**src/design/ebi_pkg.sv**
```systemverilog
// ----------------------------------------------------------------------------
// Encoder and button input package
// Beat types, reset values and the quadrature step table shared by the core.
// ----------------------------------------------------------------------------
`default_nettype none

package ebi_pkg;

    localparam int unsigned NUM_BUTTONS_DEF = 4;
    localparam int unsigned COUNT_WIDTH_DEF = 16;
    localparam int unsigned LEVEL_BITS      = 4;
    localparam int unsigned TIME_BITS       = 32;
    localparam int unsigned TURN_BITS       = 16;
    localparam int unsigned DEBOUNCE_BITS   = 16;

    localparam logic [DEBOUNCE_BITS-1:0] DEBOUNCE_RESET = 16'd50;
    localparam logic [3:0]               HISTORY_RESET  = 4'd3;

    typedef struct packed {
        logic                  enc_sample;
        logic                  enc_a;
        logic                  enc_b;
        logic                  btn_sample;
        logic [LEVEL_BITS-1:0] button_levels;
        logic [TIME_BITS-1:0]  now_ms;
        logic                  collect;
    } tick_t;

    typedef struct packed {
        logic [TURN_BITS-1:0]  right_turns;
        logic [TURN_BITS-1:0]  left_turns;
        logic [LEVEL_BITS-1:0] pressed_buttons;
        logic                  activity;
    } report_t;

    function automatic logic signed [1:0] enc_step(input logic [3:0] history);
        logic signed [1:0] step;
        unique case (history)
            4'd1, 4'd7, 4'd8, 4'd14:  step = -2'sd1;
            4'd2, 4'd4, 4'd11, 4'd13: step = 2'sd1;
            default:                  step = 2'sd0;
        endcase
        return step;
    endfunction

endpackage

`default_nettype wire

```
**src/design/encoder_and_button_input_core.sv**
```systemverilog
// ----------------------------------------------------------------------------
// Encoder and button input core
// Quadrature decoding with step accumulation and saturating turn counts, and
// debouncing of active-low buttons against wrapping millisecond time.
// ----------------------------------------------------------------------------
// Path: an accepted tick beat waits in the tick register until the report
// register is free, then its report is loaded there and offered as a beat.
// Throughput: one tick beat per cycle while the report output is not stalled,
// with the state update between the tick register and the report register.
// Reset: asynchronous, active low; all state but the tick and report data
// returns to its released and cleared values; debounce time returns to 50 ms.
`default_nettype none

module encoder_and_button_input_core #(
    parameter int unsigned NUM_BUTTONS = ebi_pkg::NUM_BUTTONS_DEF,
    parameter int unsigned COUNT_WIDTH = ebi_pkg::COUNT_WIDTH_DEF
) (
    input  wire logic                                clk,
    input  wire logic                                rst_n,
    input  wire logic                                tick_valid,
    output logic                                     tick_stall,
    input  wire ebi_pkg::tick_t                      tick,
    output logic                                     result_valid,
    input  wire logic                                result_stall,
    output ebi_pkg::report_t                         result,
    input  wire logic                                cfg_we,
    input  wire logic [ebi_pkg::DEBOUNCE_BITS-1:0]   cfg_data
);

    import ebi_pkg::*;

    logic                       tick_valid_reg;
    tick_t                      tick_reg;
    logic                       result_valid_reg;
    report_t                    result_reg;
    report_t                    result_next;

    logic [DEBOUNCE_BITS-1:0]   debounce_reg;
    logic [3:0]                 history_reg;
    logic [3:0]                 history_next;
    logic signed [3:0]          acc_reg;
    logic signed [3:0]          acc_next;
    logic [COUNT_WIDTH-1:0]     right_reg;
    logic [COUNT_WIDTH-1:0]     right_next;
    logic [COUNT_WIDTH-1:0]     left_reg;
    logic [COUNT_WIDTH-1:0]     left_next;
    logic [NUM_BUTTONS-1:0]     stable_reg;
    logic [NUM_BUTTONS-1:0]     stable_next;
    logic [NUM_BUTTONS-1:0]     prev_reg;
    logic [NUM_BUTTONS-1:0]     prev_next;
    logic [TIME_BITS-1:0]       change_reg [NUM_BUTTONS];
    logic [TIME_BITS-1:0]       change_next [NUM_BUTTONS];
    logic [NUM_BUTTONS-1:0]     press_reg;
    logic [NUM_BUTTONS-1:0]     press_next;
    logic                       activity_reg;
    logic                       activity_next;

    logic                       result_free;
    logic                       advance;

    assign result_free  = !result_valid_reg || !result_stall;
    assign advance      = tick_valid_reg && result_free;
    assign tick_stall   = tick_valid_reg && !result_free;
    assign result_valid = result_valid_reg;
    assign result       = result_reg;

    always_comb
    begin
        logic signed [1:0]              step;
        logic signed [3:0]              acc_sum;
        logic [COUNT_WIDTH:0]           right_sum;
        logic [COUNT_WIDTH:0]           left_sum;
        logic [NUM_BUTTONS+LEVEL_BITS-1:0] level_pad;
        logic [NUM_BUTTONS+LEVEL_BITS-1:0] press_pad;
        logic [TIME_BITS-1:0]           elapsed;
        logic [TIME_BITS-1:0]           right_wide;
        logic [TIME_BITS-1:0]           left_wide;
        logic                           raw;

        history_next  = history_reg;
        acc_next      = acc_reg;
        right_next    = right_reg;
        left_next     = left_reg;
        stable_next   = stable_reg;
        prev_next     = prev_reg;
        press_next    = press_reg;
        activity_next = activity_reg;
        elapsed       = '0;
        raw           = 1'b0;
        for (int i = 0; i < NUM_BUTTONS; i++)
        begin
            change_next[i] = change_reg[i];
        end

        right_sum = {1'b0, right_reg} + (COUNT_WIDTH+1)'(2);
        left_sum  = {1'b0, left_reg} + (COUNT_WIDTH+1)'(2);

        history_next = {history_reg[1:0], tick_reg.enc_a, tick_reg.enc_b};
        step         = enc_step(history_next);
        acc_sum      = acc_reg + {{2{step[1]}}, step};

        if (tick_reg.enc_sample)
        begin
            acc_next = acc_sum;
            if (acc_sum > 4'sd3)
            begin
                right_next    = right_sum[COUNT_WIDTH] ? {COUNT_WIDTH{1'b1}}
                                                       : right_sum[COUNT_WIDTH-1:0];
                acc_next      = 4'sd0;
                activity_next = 1'b1;
            end
            else if (acc_sum < -4'sd3)
            begin
                left_next     = left_sum[COUNT_WIDTH] ? {COUNT_WIDTH{1'b1}}
                                                      : left_sum[COUNT_WIDTH-1:0];
                acc_next      = 4'sd0;
                activity_next = 1'b1;
            end
        end
        else
        begin
            history_next = history_reg;
        end

        level_pad = {{NUM_BUTTONS{1'b0}}, tick_reg.button_levels};
        if (tick_reg.btn_sample)
        begin
            for (int i = 0; i < NUM_BUTTONS; i++)
            begin
                raw = level_pad[i];
                if (raw != prev_reg[i])
                begin
                    change_next[i] = tick_reg.now_ms;
                end
                elapsed = tick_reg.now_ms - change_next[i];
                if (elapsed > TIME_BITS'(debounce_reg) && raw != stable_reg[i])
                begin
                    stable_next[i] = raw;
                    if (!raw)
                    begin
                        press_next[i] = 1'b1;
                        activity_next = 1'b1;
                    end
                end
                prev_next[i] = raw;
            end
        end

        press_pad  = {{LEVEL_BITS{1'b0}}, press_next};
        right_wide = TIME_BITS'(right_next);
        left_wide  = TIME_BITS'(left_next);

        result_next = '0;
        if (tick_reg.collect)
        begin
            result_next.right_turns     = right_wide[TURN_BITS-1:0];
            result_next.left_turns      = left_wide[TURN_BITS-1:0];
            result_next.pressed_buttons = press_pad[LEVEL_BITS-1:0];
            result_next.activity        = activity_next;
            right_next    = '0;
            left_next     = '0;
            press_next    = '0;
            activity_next = 1'b0;
        end
    end

    always_ff @(posedge clk or negedge rst_n)
    begin
        if (!rst_n)
        begin
            tick_valid_reg   <= 1'b0;
            result_valid_reg <= 1'b0;
            debounce_reg     <= DEBOUNCE_RESET;
            history_reg      <= HISTORY_RESET;
            acc_reg          <= 4'sd0;
            right_reg        <= '0;
            left_reg         <= '0;
            stable_reg       <= '1;
            prev_reg         <= '1;
            press_reg        <= '0;
            activity_reg     <= 1'b0;
            for (int i = 0; i < NUM_BUTTONS; i++)
            begin
                change_reg[i] <= '0;
            end
        end
        else
        begin
            if (cfg_we)
            begin
                debounce_reg <= cfg_data;
            end

            if (tick_valid && !tick_stall)
            begin
                tick_valid_reg <= 1'b1;
            end
            else if (advance)
            begin
                tick_valid_reg <= 1'b0;
            end

            if (advance)
            begin
                result_valid_reg <= 1'b1;
            end
            else if (!result_stall)
            begin
                result_valid_reg <= 1'b0;
            end

            if (advance)
            begin
                history_reg  <= history_next;
                acc_reg      <= acc_next;
                right_reg    <= right_next;
                left_reg     <= left_next;
                stable_reg   <= stable_next;
                prev_reg     <= prev_next;
                press_reg    <= press_next;
                activity_reg <= activity_next;
                for (int i = 0; i < NUM_BUTTONS; i++)
                begin
                    change_reg[i] <= change_next[i];
                end
            end
        end
    end

    always_ff @(posedge clk)
    begin
        if (tick_valid && !tick_stall)
        begin
            tick_reg <= tick;
        end
        if (advance)
        begin
            result_reg <= result_next;
        end
    end

endmodule

`default_nettype wire

```
**config.mk**
```make
export PLATFORM = sky130hd
export DESIGN_NAME = encoder_and_button_input_core
export DESIGN_NICKNAME = d
export VERILOG_FILES = /design/src/design/ebi_pkg.sv /design/src/design/encoder_and_button_input_core.sv
export SDC_FILE = /design/constraint.sdc
export NUM_CORES = 1
export LEC_CHECK = 0
export ABC_AREA = 0
export BUFFER_PORTS_ARGS = -buffer_cell sky130_fd_sc_hd__clkbuf_2
export CAP_MARGIN = 20
export CORE_MARGIN = 5
export CORE_UTILIZATION = 60
export CTS_CLUSTER_SIZE = 40
export DETAILED_ROUTE_END_ITERATION = 8
export GPL_TIMING_DRIVEN = 1
export PLACE_DENSITY = 0.78
export SYNTH_ARGS = -nofsm -noshare
export SYNTH_HDL_FRONTEND = slang
export SYNTH_SLANG_ARGS = --single-unit
```
**constraint.sdc**
```tcl
create_clock -name clk -period 6.43 [get_ports clk]
set_input_delay 0.643 -clock clk [delete_from_list [all_inputs] [get_ports clk]]
set_output_delay 0.643 -clock clk [all_outputs]
set_load 0.1 [all_outputs]
```
==> flow_summary_export.csv <==
group,metric,value,unit
outcome,status,"finished clean",
pwr,seqPwrFrac,25.5,%
sta,finalCriticalPeriod,6020,ps
synthesis,yosysMostFrequentCell,"a21oi_1",
route,met1_length,26400,um
sta,finClkSkew,21.2,ps
sta,worst_slew_pin_slew,969,ps
pwr,intPower,5.69,mW
clocking,clkLatencyLatePin,590,ps
global_routing,overflow,0,
route,drtPass1Iterations,6,
synthesis,yosys.area.top_type_share,21.0,%
route,met3_length,4460,um
sta,slew_viol_final,0,
route,drc_errors,0,
route,drt_iter0_markers,1432,
floorplanning,fp.dieW,201,um
setup_path,critPathLaunchType,"register",
setup_path,r2r-start,"prev_reg[2]$_DFFE_PN1P_",
route,wl_per_cell,21.1,um
setup_path,cp_top_family,"compound AO/OA/AOI/OAI gates",
sta,setup_viol,0,
setup_path,path_buf_inv,1,
pwr,p_comb_share,55.8,%
clocking,clk_pin_slew_worst_paths,60,ps
floorplanning,ios,101,
setup_path,cp_slowest_stage_delay,580,ps
clocking,cts_made_buffers,31,
setup_path,crit_top_cell,"a21oi_1",
place,dpl_cell_area,0.0228,mm2
pwr,swShare,43.7,%
setup_path,reg2reg_slack,410,ps
synthesis,synth_nets,2681,
synthesis,yosysUniqueCellTypes,104,
floorplanning,row_count,70,
route,route.met2.wl,29500,um
synthesis,yosys.area.top_type,"dfrtp_1",
place,port_buffers,100,
finish,largest_reg_flops,128,
synthesis,synth_warnings,0,
synthesis,syn_inst,2427,
pwr,clkPwrFrac,18.7,%
sta,max_freq,166,MHz
route,via_per_inst,6.51,
finish,post-route-cell-area,0.0239,mm2
sta,tns,0,ps
floorplanning,coreArea,0.0363,mm2
pwr,cellLeakagePower,10.3,nW
setup_path,cp.arrival,6330,ps
pwr,powerDensity,422,mW/mm2
synthesis,postSynth.topFlopCell,"dfrtp_1",
global_routing,grt_antenna_before_repair,0,
global_routing,grt_usage,30.1,%
floorplanning,start_util,60.2,%
place,dpl.hpwl,46400,um
synthesis,synth-edff-count,78,
setup_path,cp_slowest_cell,"dfstp_2",
sta,max_slew_margin,34.9,%
global_routing,grt_pass1_wl,100000,um
clocking,clockBufferDepth,3,
finish,area_growth_syn_to_layout,9.42,%
sta,fin_crit_sh,93.6,%
sta,hold_slack,109,ps
setup_path,crit_path_max_fanout,13,
route,routed_wl,62700,um
synthesis,syn_area_per_cell,9.02,um2
clocking,cts_tree,"built",
sta,hold_viol,0,
global_routing,grt_max_degree,96,
synthesis,async_flop_share,71.6,%
clocking,post_cts_buffers,0,
synthesis,syn-cell-area,0.0219,mm2
clocking,cts_num_sinks,275,
setup_path,reg2reg_depth,23,
global_routing,grt_pass1_vias,18800,
synthesis,synth_seq_cells,275,
job,drv_cap,0,
setup_path,path_class,"reg -> reg",
setup_path,required,6740,ps
setup_path,rr_endpoint,"result[0]$_SDFFCE_PN0P_",
finish,stdcell_count,2975,
route,top_layer,"met4",
pwr,vdd_ir_drop_max,267,uV
finish,antenna_cells,0,
setup_path,cp_cell_sequence,"xor2_4, buf_4, mux2i_1, ha_1, a21oi_1, nor2_1, a31oi_1, and2_1, nand2_1, a21oi_1, xnor2_1, ha_1, nand3_1, nor3_1, a221o_1, o31ai_2, o211ai_1, nor3_1, o2111ai_1, a211oi_1, nand4_1, a211oi_2, a21oi_1",
floorplanning,die-area,0.0404,mm2
synthesis,synthTopCellsByArea,"dfrtp_1, ha_1, edfxtp_1",
finish,drive_gt1_share,14.3,%
clocking,cts_root_buf,"clkbuf_16",
pwr,total_power,10.1,mW
route,antenna_left,0,
finish,final_nets,2736,
route,route.vias.total,19400,
place,dp_cells,2917,
floorplanning,dieHeight,201,um
setup_path,endpoint_kind,"register",
synthesis,ys_seq_area_share,33.3,%
pwr,switching_power,4.41,mW
min_path,min_path_type,"in -> async",
sta,grt_setup_unrepaired,"no",
clocking,htreeDepth,1,
place,gp_congestion,0.956,
synthesis,netlist_top_cells_count,"a21oi_1, nand2_1, ha_1, dfrtp_1, nor2_1",
## power groups by stage
stage / combinational [mW] / sequential (mW) / clock (mW)
detailed placement: 5.51 / 2.60 / 0
global placement: 5.37 / 2.57 / 0
finish: 5.64 / 2.58 / 1.89
CTS: 5.54 / 2.57 / 1.93
floorplan: 4.18 / 2.62 / 0
global route: 6.23 / 2.63 / 2.00
## metrics by stage
| step | setup WS [ps] | util, % |
|---|---|---|
| after floorplan | 714 | - |
| after global placement | 418 | 62.8 |
| after detailed placement | 352 | 62.8 |
| after CTS | 232 | 65.8 |
| after global routing | 47.3 | 65.9 |
| final | 412 | 65.9 |
## worst register-to-register path: cells and delay by family (launching register included)
kind / cells / cell delay (ps)
flip-flops: 1 / 580
AO/OA/AOI/OAI: 10 / 2300
adder cells (fa/ha/maj): 2 / 610
XOR/XNOR: 2 / 520
AND/OR/NAND/NOR: 7 / 1140
multiplexers: 1 / 250
buffers and inverters: 1 / 340
## worst max-delay path by stage
stage                       startpoint                      end  slack (ps)  depth (start not counted)
2_1_floorplan  prev_reg[0]$_DFFE_PN1P_  result[1]$_SDFFCE_PN0P_         710                         28
3_3_place_gp   prev_reg[2]$_DFFE_PN1P_  result[0]$_SDFFCE_PN0P_         420                         22
3_5_place_dp   prev_reg[2]$_DFFE_PN1P_  result[0]$_SDFFCE_PN0P_         350                         22
4_1_cts        prev_reg[2]$_DFFE_PN1P_  result[0]$_SDFFCE_PN0P_         230                         22
5_1_grt         tick_reg[36]$_DFFE_PP_  result[0]$_SDFFCE_PN0P_          50                         24
6_report       prev_reg[2]$_DFFE_PN1P_  result[0]$_SDFFCE_PN0P_         410                         23
## area by class of cell
class | count | area [um2]
clock buffers | 42 | 858
clock inverters | 16 | 221
fillers | 2984 | 12400
inverters | 80 | 300
multi-input cells | 1955 | 13900
flip-flops and latches | 275 | 7290
well taps | 468 | 586
repair buffers | 139 | 802
## cells in the final DEF, fill, tap and decap left out, types with 12 or more instances in the layout
master and n:
xor2_1 43, o21ai_1 14, xnor2_1 67, a21o_1 29, nor4_1 15, nand2_1 233, o22a_1 12, o21a_1 33
nor2_1 147, a31oi_1 25, dfstp_2 13, o211ai_1 30, nand3_1 67, nor2b_1 26, o31ai_1 13, buf_4 39
and3_1 28, mux2i_1 106, nand4_1 53, clkbuf_2 99, inv_1 75, a211oi_1 15, dfrtp_1 184, edfxtp_1 78
and2_1 20, nor3_1 34, clkbuf_16 32, mux2_2 103, nand2b_1 32, a21oi_1 264, o21ai_0 146, ha_1 188
o21bai_1 14
## repair_timing
| action | CTS | global route |
|---|---|---|
| hold buffers | 0 | 0 |
| resized for setup | 0 | 3 |
| setup endpoints to repair | 0 | 2 |
| hold endpoints to repair | 0 | 0 |
## cell families after synthesis
| logic type | Yosys count | share of synthesized area [%] |
|---|---|---|
| and+or+nand+nor | 707 | 15.7 |
| AOI/OAI and AO/OA | 716 | 20.6 |
| adders and majority gates | 202 | 11.6 |
| buffers and inverters | 197 | 3.54 |
| xor gates and xnor gates | 117 | 4.85 |
| muxes | 213 | 10.4 |
| DFF | 275 | 33.3 |
## per-layer routing
layer  vias to the layer above  track usage [%]
met4                         0             9.88
li1                       9114                -
met1                      9442             40.3
met2                       657             50.3
met5                         -                0
met3                       155             4.91
Power figures use the tool's default switching activity.
